--- config.mk ---
export PLATFORM = sky130hd
export DESIGN_NAME = mfm_even_odd_track_deframer
export DESIGN_NICKNAME = d
export VERILOG_FILES = /design/src/mfm_eo_pkg.sv /design/src/mfm_eo_core.sv /design/src/mfm_eo_out.sv /design/src/mfm_even_odd_track_deframer.sv
export VERILOG_INCLUDE_DIRS = /design/src /design/src/src
export SDC_FILE = /design/constraint.sdc
export NUM_CORES = 1
export LEC_CHECK = 0
export BUFFER_PORTS_ARGS = -buffer_cell sky130_fd_sc_hd__buf_2
export CAP_MARGIN = 40
export CORE_ASPECT_RATIO = 1.4
export CORE_MARGIN = 1.5
export CORE_UTILIZATION = 55
export DETAILED_ROUTE_END_ITERATION = 16
export PLACE_DENSITY_LB_ADDON = 0.15
export SLEW_MARGIN = 10
export SYNTH_ARGS = -nofsm -noshare
export SYNTH_HDL_FRONTEND = slang
export SYNTH_SLANG_ARGS = --single-unit
export TNS_END_PERCENT = 5
--- constraint.sdc ---
create_clock -name clk -period 2.9 [get_ports clk]
set_input_delay 0.435 -clock clk [delete_from_list [all_inputs] [get_ports clk]]
set_output_delay 0.435 -clock clk [all_outputs]
set_load 0.02 [all_outputs]
--- src/mfm_even_odd_track_deframer_macros.svh ---
// Assertion macros for the MFM even/odd track deframer.
// Included by the top level; no other dependencies.
`ifndef MFM_EVEN_ODD_TRACK_DEFRAMER_MACROS_SVH
`define MFM_EVEN_ODD_TRACK_DEFRAMER_MACROS_SVH

// same-cycle implication, disabled while in reset
`define MFM_ASSERT_NOW(label, clk, rst_n, ante, cons) \
  label: assert property (@(posedge clk) disable iff (!rst_n) (ante) |-> (cons)) \
    else $error("mfm deframer: same-cycle check failed");

// next-cycle implication, disabled while in reset
`define MFM_ASSERT_NEXT(label, clk, rst_n, ante, cons) \
  label: assert property (@(posedge clk) disable iff (!rst_n) (ante) |=> (cons)) \
    else $error("mfm deframer: next-cycle check failed");

`endif

--- src/mfm_eo_pkg.sv ---
// Shared types, constants and the even/odd decode function for the MFM deframer.
// No dependencies.
package mfm_eo_pkg;

  localparam int MAX_WORDS_DEFAULT = 4096;

  localparam int WORD_W = 16;
  localparam int WCNT_CFG_W = 12;
  localparam int CFG_DATA_W = 16;
  localparam int CFG_IDX_W = 1;

  localparam logic [WORD_W-1:0] SYNC_RESET = 16'h4142;
  localparam logic [WCNT_CFG_W-1:0] WCNT_RESET = 12'hc57;
  localparam logic [WORD_W-1:0] DATA_MASK = 16'h5555;

  // register indexes
  localparam logic [CFG_IDX_W-1:0] CFG_SYNC_PATTERN = 1'b0;
  localparam logic [CFG_IDX_W-1:0] CFG_DATA_WORD_COUNT = 1'b1;

  typedef struct packed {
    logic              vld;
    logic [WORD_W-1:0] data_word;
    logic              last_word;
    logic              checksum_ok;
  } res_t;

  // first half carries the odd (upper) data bits, second half the even bits
  function automatic logic [WORD_W-1:0] decode_even_odd(input logic [2*WORD_W-1:0] raw);
    decode_even_odd = ((raw[2*WORD_W-1:WORD_W] & DATA_MASK) << 1)
                    | (raw[WORD_W-1:0] & DATA_MASK);
  endfunction

endpackage

--- src/mfm_eo_core.sv ---
// Sync hunt, bit/word counting, even/odd decode and word sum for the MFM deframer.
// Depends on mfm_eo_pkg.
module mfm_eo_core #(
  parameter int MAX_WORDS = mfm_eo_pkg::MAX_WORDS_DEFAULT
) (
  input  logic                                clk,
  input  logic                                rst_n,
  input  logic                                cfg_wr_en,
  input  logic [mfm_eo_pkg::CFG_IDX_W-1:0]    cfg_index,
  input  logic [mfm_eo_pkg::CFG_DATA_W-1:0]   cfg_wdata,
  input  logic                                bit_accept,
  input  logic                                raw_bit,
  output mfm_eo_pkg::res_t                    res
);

  localparam int WCW = (MAX_WORDS > 2) ? $clog2(MAX_WORDS) : 1;
  localparam int CW = (WCW > mfm_eo_pkg::WCNT_CFG_W) ? WCW : mfm_eo_pkg::WCNT_CFG_W;
  localparam logic [CW-1:0] WORD_CAP = CW'(MAX_WORDS - 1);

  logic [mfm_eo_pkg::WORD_W-1:0]     sync_r;
  logic [mfm_eo_pkg::WCNT_CFG_W-1:0] dwc_r;

  logic [2*mfm_eo_pkg::WORD_W-1:0] shift_r;
  logic [2*mfm_eo_pkg::WORD_W-1:0] shift_nxt;
  logic                            collecting_r;
  logic [4:0]                      bit_cnt_r;
  logic [4:0]                      bit_cnt_nxt;
  logic [WCW-1:0]                  word_cnt_r;
  logic [mfm_eo_pkg::WORD_W-1:0]   sum_r;

  logic [mfm_eo_pkg::WORD_W-1:0] word;
  logic [CW-1:0]                 dwc_ext;
  logic [CW-1:0]                 limit;
  logic                          more_data;
  logic                          word_done;

  always_ff @(posedge clk) begin
    if (!rst_n) begin
      sync_r <= mfm_eo_pkg::SYNC_RESET;
      dwc_r  <= mfm_eo_pkg::WCNT_RESET;
    end else if (cfg_wr_en) begin
      case (cfg_index)
        mfm_eo_pkg::CFG_SYNC_PATTERN:    sync_r <= cfg_wdata;
        mfm_eo_pkg::CFG_DATA_WORD_COUNT: dwc_r  <= cfg_wdata[mfm_eo_pkg::WCNT_CFG_W-1:0];
        default: ;
      endcase
    end
  end

  always_comb begin
    shift_nxt   = {shift_r[2*mfm_eo_pkg::WORD_W-2:0], raw_bit};
    bit_cnt_nxt = bit_cnt_r + 5'd1;
    word_done   = collecting_r && (bit_cnt_nxt == 5'd0);
    word        = mfm_eo_pkg::decode_even_odd(shift_nxt);
    dwc_ext     = CW'(dwc_r);
    limit       = (dwc_ext > WORD_CAP) ? WORD_CAP : dwc_ext;
    more_data   = CW'(word_cnt_r) < limit;
  end

  always_ff @(posedge clk) begin
    if (!rst_n) begin
      shift_r      <= '0;
      collecting_r <= 1'b0;
      bit_cnt_r    <= '0;
      word_cnt_r   <= '0;
      sum_r        <= '0;
    end else if (bit_accept) begin
      shift_r <= shift_nxt;
      if (!collecting_r) begin
        if (shift_nxt[mfm_eo_pkg::WORD_W-1:0] == sync_r) begin
          collecting_r <= 1'b1;
          bit_cnt_r    <= '0;
          word_cnt_r   <= '0;
          sum_r        <= '0;
        end
      end else begin
        bit_cnt_r <= bit_cnt_nxt;
        if (word_done) begin
          if (more_data) begin
            sum_r      <= sum_r + word;
            word_cnt_r <= word_cnt_r + WCW'(1);
          end else begin
            // checksum word closes the track, back to hunting
            collecting_r <= 1'b0;
            word_cnt_r   <= '0;
            sum_r        <= '0;
          end
        end
      end
    end
  end

  always_comb begin
    res.vld         = bit_accept && word_done;
    res.data_word   = word;
    res.last_word   = !more_data;
    res.checksum_ok = !more_data && (word == sum_r);
  end

endmodule

--- src/mfm_eo_out.sv ---
// Output register for decoded words; gives the input side its ready.
// Depends on mfm_eo_pkg.
module mfm_eo_out (
  input  logic                          clk,
  input  logic                          rst_n,
  input  mfm_eo_pkg::res_t              res,
  output logic                          load_ok,
  output logic                          out_tvalid,
  input  logic                          out_tready,
  output logic [mfm_eo_pkg::WORD_W-1:0] out_tdata,
  output logic                          out_tlast,
  output logic                          out_tuser
);

  logic                          vld_r;
  logic [mfm_eo_pkg::WORD_W-1:0] data_r;
  logic                          last_r;
  logic                          ok_r;

  // a new word may land only when the register is empty or draining
  assign load_ok = !vld_r || out_tready;

  always_ff @(posedge clk) begin
    if (!rst_n) begin
      vld_r <= 1'b0;
    end else if (res.vld) begin
      vld_r <= 1'b1;
    end else if (out_tready) begin
      vld_r <= 1'b0;
    end
  end

  always_ff @(posedge clk) begin
    if (res.vld) begin
      data_r <= res.data_word;
      last_r <= res.last_word;
      ok_r   <= res.checksum_ok;
    end
  end

  assign out_tvalid = vld_r;
  assign out_tdata  = data_r;
  assign out_tlast  = last_r;
  assign out_tuser  = ok_r;

endmodule

--- src/mfm_even_odd_track_deframer.sv ---
// Top level of the MFM even/odd track deframer: core, output register, checks.
// Depends on mfm_eo_pkg, mfm_eo_core, mfm_eo_out and the macros header.
//
// Takes one raw MFM bit per beat (in_tdata[0]) and accepts a bit every cycle
// while the output register is empty or being taken in the same cycle. After
// the 16 most recent bits equal sync_pattern, each following 32 bits yield one
// word, presented in the cycle after its 32nd bit is accepted: data_word_count
// data words (capped at MAX_WORDS-1) and then the checksum word with tlast set
// and tuser set if it equals the 16-bit wrapping sum of the data words. The
// block then hunts for sync again; sync is not searched while inside a track.
// The whole per-bit update is one pass through the counter and decode logic.
`include "mfm_even_odd_track_deframer_macros.svh"

module mfm_even_odd_track_deframer #(
  parameter int MAX_WORDS = mfm_eo_pkg::MAX_WORDS_DEFAULT
) (
  input  logic                              clk,
  input  logic                              rst_n,
  input  logic                              cfg_wr_en,
  input  logic [mfm_eo_pkg::CFG_IDX_W-1:0]  cfg_index,
  input  logic [mfm_eo_pkg::CFG_DATA_W-1:0] cfg_wdata,
  input  logic                              in_tvalid,
  output logic                              in_tready,
  input  logic [7:0]                        in_tdata,   // [0] raw_bit, [7:1] zero
  output logic                              out_tvalid,
  input  logic                              out_tready,
  output logic [mfm_eo_pkg::WORD_W-1:0]     out_tdata,  // [15:0] data_word
  output logic                              out_tlast,  // last_word
  output logic                              out_tuser   // checksum_ok
);

  mfm_eo_pkg::res_t res;
  logic             load_ok;
  logic             bit_accept;

  assign in_tready  = load_ok;
  assign bit_accept = in_tvalid && load_ok;

  mfm_eo_core #(
    .MAX_WORDS(MAX_WORDS)
  ) u_core (
    .clk        (clk),
    .rst_n      (rst_n),
    .cfg_wr_en  (cfg_wr_en),
    .cfg_index  (cfg_index),
    .cfg_wdata  (cfg_wdata),
    .bit_accept (bit_accept),
    .raw_bit    (in_tdata[0]),
    .res        (res)
  );

  mfm_eo_out u_out (
    .clk        (clk),
    .rst_n      (rst_n),
    .res        (res),
    .load_ok    (load_ok),
    .out_tvalid (out_tvalid),
    .out_tready (out_tready),
    .out_tdata  (out_tdata),
    .out_tlast  (out_tlast),
    .out_tuser  (out_tuser)
  );

  `MFM_ASSERT_NOW(a_ready_when_empty, clk, rst_n, !out_tvalid, in_tready)
  `MFM_ASSERT_NOW(a_word_needs_beat, clk, rst_n, res.vld, in_tvalid && in_tready)
  `MFM_ASSERT_NOW(a_ok_only_on_last, clk, rst_n, out_tvalid && out_tuser, out_tlast)
  `MFM_ASSERT_NEXT(a_word_shows, clk, rst_n, res.vld, out_tvalid)

endmodule
# After elaboration in Yosys (flattened, before gate mapping)
# Index checks and enable logic that the tools add are counted.
dict set report classes {
  mux 17
  n_lt_le_gt_ge 2
  add_sub_neg 3
  eq_ne 3
  reduce_logical 14
  bitwise_logic 2
}
# operator count
set ops {}
lappend ops {{$mux W16} 4}
lappend ops {{$mux W12} 5}
lappend ops {{$eq A16 B16 Y1} 2}
lappend ops {{$add A16 B16 Y16} 1}
lappend ops {{$or A16 B15 Y16} 1}
lappend ops {{$add A12 B1 Y12 const B} 1}
lappend ops {{$gt A12 B12 Y1 const B} 1}
lappend ops {{$lt A12 B12 Y1} 1}
lappend ops {{$mux W5} 2}
lappend ops {{$mux W1} 6}
lappend ops {{$reduce_and A2 Y1} 3}
lappend ops {{$add A5 B1 Y5 const B} 1}
lappend ops {{$logic_not A5 Y1} 1}
lappend ops {{$logic_and A1 B1 Y1} 4}
lappend ops {{$reduce_bool A2 Y1} 2}
lappend ops {{$reduce_and A3 Y1} 1}
lappend ops {{$logic_not A1 Y1} 2}
lappend ops {{$ne A2 B2 Y1 const B} 1}
lappend ops {{$logic_or A1 B1 Y1} 1}
lappend ops {{$not A1 Y1} 1}
dict set report totals {
  ff_bits 111
}

# Longest topological paths before layout
dict set report logic_depth {
  depth_word 6
  ltp_mapped 10
  depth_no_buf 9
}

# Cells and area by module
# From an unflattened synthesis, not the netlist that was laid out.
dict set report unflattened {
  hier_cells 598
  hier_area_um2 5392.7
}
# module n_inst area_each_um2 cells_each seq_area_each_um2
set modules_own_cells {}
lappend modules_own_cells {mfm_eo_core 1 4797.1 575 1841.8}
lappend modules_own_cells {mfm_eo_out 1 589.3 22 560.5}
lappend modules_own_cells {mfm_even_odd_track_deframer 1 6.3 1 0.0}

# Least setup slack after synthesis
# OpenSTA, ideal clock, no wires.
dict set report synth_timing {
  kind {register to register}
  startpoint {register u_core.bit_cnt_r[0]}
  endpoint {register u_core.word_cnt_r[6]}
  setup_time_ps 118
  path_buffers 2
  setup_slack_ps 702
  path_stages_with_launch 11
  t_arrival_ps 2080
  path_cell_list {dfxtp_1 ha_1 xnor2_1 nand4_1 or3_1 buf_6 clkinv_4 buf_2 nand3_1 xor2_1 nor2_1}
}
dict set report synth_via {
  elab_chain_cells 5
}
# element line_no
set synth_lines {}
lappend synth_lines {{start: declaration} mfm_eo_core.sv:26} ;# logic [4:0] bit_cnt_r;
lappend synth_lines {{start signal: assignment} mfm_eo_core.sv:77} ;# bit_cnt_r <= bit_cnt_nxt;
lappend synth_lines {{$add A5 B1 Y5} mfm_eo_core.sv:52} ;# bit_cnt_nxt = bit_cnt_r + 5'd1;
lappend synth_lines {{$logic_not A5 Y1} mfm_eo_core.sv:53} ;# word_done = collecting_r && (bit_cnt_nxt == 5'd0);
lappend synth_lines {{$logic_and A1 B1 Y1} mfm_eo_core.sv:53}
lappend synth_lines {{$ne A2 B2 Y1 (no line)} -}
lappend synth_lines {{$reduce_and A3 Y1 (no line)} -}
lappend synth_lines {{end signal: assignment} mfm_eo_core.sv:81} ;# word_cnt_r <= word_cnt_r + WCW'(1);
lappend synth_lines {{end: declaration} mfm_eo_core.sv:28} ;# logic [WCW-1:0] word_cnt_r;
# Every way passes these cells.
# A chain may end at the register's enable or synchronous reset.

# Worst setup path in the final report
dict set report layout_timing {
  startpoint {register u_core.word_cnt_r[7]}
  endpoint {register u_core.word_cnt_r[9]}
}
dict set report layout_via {
  elab_chain_cells 4
}
# element line_no
set layout_lines {}
lappend layout_lines {{$add A12 B1 Y12 / $lt A12 B12 Y1 (equally long branches)} {mfm_eo_core.sv:81, mfm_eo_core.sv:57}}
lappend layout_lines {{$mux W12 (*)} mfm_eo_core.sv:79} ;# if (more_data) begin
lappend layout_lines {{$mux W12 (*)} mfm_eo_core.sv:78} ;# if (word_done) begin
lappend layout_lines {{$mux W12 (*)} mfm_eo_core.sv:69} ;# if (!collecting_r) begin
# Mark *: on every way between the ends. The rest lies on a longest branch, timed or not. The select of a mux whose other input is x is not followed.

==> metrics.log <==
[metrics] CP max-delay cell: sky130_fd_sc_hd__dfxtp_1
[metrics] most repeated cell in the gate-level netlist after synthesis: sky130_fd_sc_hd__nand2_1
[metrics] worst-margin pin slew: 859 ps
[metrics] cell area after placement: 5610 sq um
[metrics] dominant cells by area after synthesis: sky130_fd_sc_hd__dfxtp_1 (35%), sky130_fd_sc_hd__edfxtp_1 (10%), sky130_fd_sc_hd__nand2_1 (9.1%)
[metrics] critical path launch point type: register
[metrics] Buffers on Ports: 42
[metrics] Post-Route Hold Slack: 306 ps
[metrics] hold violation total from the final report: 0
[metrics] DRC: 0
[metrics] Hold Crit Class: input pin to register
[metrics] number of cells traversed by the worst register-to-register path: 8
[metrics] logic depth of the worst setup path including buffers: 8
[metrics] fin crit share: 90.0%
[metrics] synthesis warning total: 0
[metrics] final setup fails: 0
[metrics] violation count after the first detailed-routing iteration: 243
[metrics] post-DP HPWL: 8.48 mm
[metrics] origin of the critical flop-to-flop path: u_core.word_cnt_r[7]$_SDFFE_PN0P_
[metrics] number of clock buffers inserted by TritonCTS: 9
[metrics] number of H-tree branching levels: 3
[metrics] capturing point of the worst reg2reg path: u_core.word_cnt_r[9]$_SDFFE_PN0P_
[metrics] Worst Setup SP: u_core.word_cnt_r[7]$_SDFFE_PN0P_
[metrics] CP cell instances: ha_1 -> and2_1 -> a221oi_1 -> o21ai_0 -> a211oi_1 -> o221ai_1 -> buf_4 -> o21ba_2
[metrics] area added between synthesis and finish: 10.8%
[metrics] Crit path max-delay family: compound AO/OA/AOI/OAI gates
[metrics] I/O pin total: 50
[metrics] post-synthesis instance area: 5310 sq um
[metrics] share of cells above drive strength 1: 12.6%
[metrics] global-route wire length before repair: 19.0 mm
[metrics] WS Path Type: register to register
[metrics] Setup Total Neg Slack: 0 ps
[metrics] Internal Dissipation: 0.00222 W
[metrics] number of clock sinks: 111
[metrics] final core utilization: 62.5%
[metrics] width of the die: 86.0 um
[metrics] number of gates given a new drive strength after cts: 0
[metrics] final design instance area without fill: 5880 sq um
[metrics] clock share of power: 39.7%
[metrics] GRT Resource Usage Total: 23.8%
[metrics] number of buffer and inverter instances along the worst setup path: 1
[metrics] Power Density: 490 nW/um^2
[metrics] detailed-routing iteration count for the pre-antenna-repair pass: 7
[metrics] capturing instance or port of the critical path: u_core.word_cnt_r[9]$_SDFFE_PN0P_
[metrics] max-capacitance violation count: 0
[metrics] flop2flop setup slack: 290 ps
[metrics] synthesized instance count: 596
[metrics] via count of the first global-routing pass: 4010
[metrics] Core Footprint: 9410 sq um
[metrics] proportion of total power due to net switching: 23.1%
[metrics] post-synth net total: 656
[metrics] worst setup timing slack at the placement stage: 350 ps
[metrics] maximum fanout count along the critical path: 11
[metrics] # diodes: 0
[metrics] number of distinct library cells after synthesis: 59
[metrics] required time of the worst setup path: 3200 ps
[metrics] cell type contributing the most total cell area after synthesis: sky130_fd_sc_hd__dfxtp_1
[metrics] CTS clk-pin slew, worst paths: 70 ps
[metrics] routed vias: 4300
[metrics] Max-Slew Margin vs Limit: 42.7%
[metrics] result of the run: completed
[metrics] Total Die Area: 10300 sq um
[metrics] Worst VDD drop: 0.415 mV
[metrics] Avg Inst Size Synth: 8.90 sq um
[metrics] number of buffers added for setup after CTS: 0
[metrics] routed via count divided by cell count: 5.77
[metrics] unrepaired setup endpoints after global routing: false
[metrics] FF+latch count, synth: 111
[metrics] largest incremental delay on the critical path: 460 ps
[metrics] static leakage: 2.36 nW
[metrics] Arrival @ worst endpoint: 2910 ps
[metrics] sw power: 0.000664 W
[metrics] setup slack after layout: 290 ps
[metrics] clock latency on the worst-skew pair: 350 ps
[metrics] final slew viol count: 0
[metrics] fraction of post-synthesis cell area in the top cell type by area: 35.1%
[metrics] cell types with the highest counts after synthesis: sky130_fd_sc_hd__nand2_1 (129), sky130_fd_sc_hd__dfxtp_1 (93), sky130_fd_sc_hd__a21oi_1 (64)
[metrics] WL/cell: 15.6 um
[metrics] shortest period the worst path allows: 2610 ps
[metrics] drt total wl: 11.6 mm
[metrics] dominant register cell in the synthesized netlist: sky130_fd_sc_hd__dfxtp_1
[metrics] number of enable-type register cells in the synthesized netlist: 18
[metrics] Highest Clock Rate: 383 MHz
[metrics] Max Root-Sink Buffers: 2
[metrics] number of buffers added to fix hold violations after cts: 0
[metrics] number of nets still failing antenna checks after routing: 0
[metrics] DIE HEIGHT: 119 um
[metrics] capturing element type of the critical path: register
[metrics] fraction of synthesis flops using an asynchronous set or reset pin: 0%
[metrics] proportion of power drawn by combinational gates: 4.9%
[metrics] TritonCTS clock tree: done
[metrics] pin count of the biggest net entering global routing: 48
[metrics] Worst Skew: 6.69 ps
[metrics] number of cell rows: 42
[metrics] share of power burned in registers: 55.3%
[metrics] clock root buffer master: sky130_fd_sc_hd__clkbuf_16
[metrics] initial antenna violation count: 0
[metrics] effective utilization at floorplan: 56.4%
[metrics] routability cong.: 0.892
[metrics] overflow left after global routing: 0
[metrics] sequential cell area fraction in the yosys report: 45.3%
[metrics] Final Net Count: 690
==> layer usage <==
layer | GRT usage [%] | share of wire (%)
met1 | 26.7 | 41
met2 | 43.9 | 53
met3 | 4.30 | 3.1
met4 | 8.67 | 2.2
met5 | 0 | 0
==> state kept, by name, indices dropped and copies added, names as in the netlist <==
register / count
u_out.out_tlast: 1
u_core.shift_r: 30
u_core.word_cnt_r: 12
u_core.collecting_r: 1
u_core.dwc_ext: 12
u_core.bit_cnt_r: 5
u_core.sum_r: 16
u_out.out_tdata: 16
u_out.out_tvalid: 1
u_core.sync_r: 16
u_out.out_tuser: 1
==> metrics by stage <==
step | power (W) | instances
finish | 0.00288 | 745
global route | 0.00299 | 745
CTS | 0.00290 | 745
detailed placement | 0.00177 | 729
global placement | 0.00177 | 729
floorplan | 0.00172 | 596
==> worst min path at each step <==
stage	from	end	slack (ps)	cells past startpoint
3_3_place_gp	u_core.shift_r[22]$_SDFFE_PN0P_	u_core.shift_r[23]$_SDFFE_PN0P_	440	2
5_1_grt	cfg_wdata[14]	u_core.sync_r[14]$_SDFFE_PN1P_	310	3
6_report	cfg_wdata[14]	u_core.sync_r[14]$_SDFFE_PN1P_	310	3
2_1_floorplan	u_core.shift_r[29]$_SDFFE_PN0P_	u_out.out_tdata[15]$_DFFE_PP_	410	0
4_1_cts	cfg_wdata[14]	u_core.sync_r[14]$_SDFFE_PN1P_	290	3
3_5_place_dp	u_core.shift_r[20]$_SDFFE_PN0P_	u_core.shift_r[21]$_SDFFE_PN0P_	440	2
==> logic make-up (layout without fill, tap and decap cells) <==
kind of cell | Yosys count | count (layout) | share of synthesized area [%]
flip-flops | 111 | 111 | 45.3
AO/OA/AOI/OAI | 145 | 145 | 18.2
multiplexers | 2 | 2 | 0.377
AND/OR/NAND/NOR | 222 | 222 | 19.3
buffers and inverters | 52 | 91 | 4.08
adder cells (fa/ha/maj) | 30 | 30 | 7.22
XOR/XNOR | 34 | 34 | 5.61
==> tightest hold or removal path: cells and delay by family <==
kind,cells,cell delay [ps]
buffers and inverters,1,80
AND/OR/NAND/NOR,2,110
==> area by class of cell <==
class                           instances  area (sq um)
Inverter                               22          87.6
Multi-Input combinational cell        433          2690
Clock inverter                          7          48.8
Sequential cell                       111          2400
Tap cell                              110           138
Clock buffer                            9           225
Timing Repair Buffer                   53           293
Fill cell                             820          3530
==> cell usage in the layout (no fill, tap or decap), types with 4 or more instances in the layout <==
cell type	n
sky130_fd_sc_hd__a22o_1	11
sky130_fd_sc_hd__dfxtp_1	93
sky130_fd_sc_hd__ha_1	29
sky130_fd_sc_hd__nand3_1	17
sky130_fd_sc_hd__inv_1	21
sky130_fd_sc_hd__o21ba_2	4
sky130_fd_sc_hd__clkbuf_16	9
sky130_fd_sc_hd__nor2_1	23
sky130_fd_sc_hd__xnor2_1	22
sky130_fd_sc_hd__a21o_1	4
sky130_fd_sc_hd__a31oi_1	6
sky130_fd_sc_hd__buf_2	42
sky130_fd_sc_hd__nor4_1	8
sky130_fd_sc_hd__edfxtp_1	18
sky130_fd_sc_hd__nand4_1	10
sky130_fd_sc_hd__clkinv_4	4
sky130_fd_sc_hd__buf_4	11
sky130_fd_sc_hd__nor2b_1	4
sky130_fd_sc_hd__nand2b_1	7
sky130_fd_sc_hd__o31a_1	5
sky130_fd_sc_hd__a211oi_1	5
sky130_fd_sc_hd__o211ai_1	10
sky130_fd_sc_hd__xor2_1	12
sky130_fd_sc_hd__a21oi_1	64
sky130_fd_sc_hd__o21ai_0	12
sky130_fd_sc_hd__nand2_1	129
==> power by group through the flow <==
stage | Clock, W | Sequential (W) | Combinational, W
after global placement | 0 | 0.00163 | 0.000139
final | 0.00114 | 0.00159 | 0.000142
after detailed placement | 0 | 0.00163 | 0.000141
after CTS | 0.00117 | 0.00159 | 0.000143
after global routing | 0.00124 | 0.00160 | 0.000159
after floorplan | 0 | 0.00163 | 0.0000940
Power figures use the tool's default switching activity.
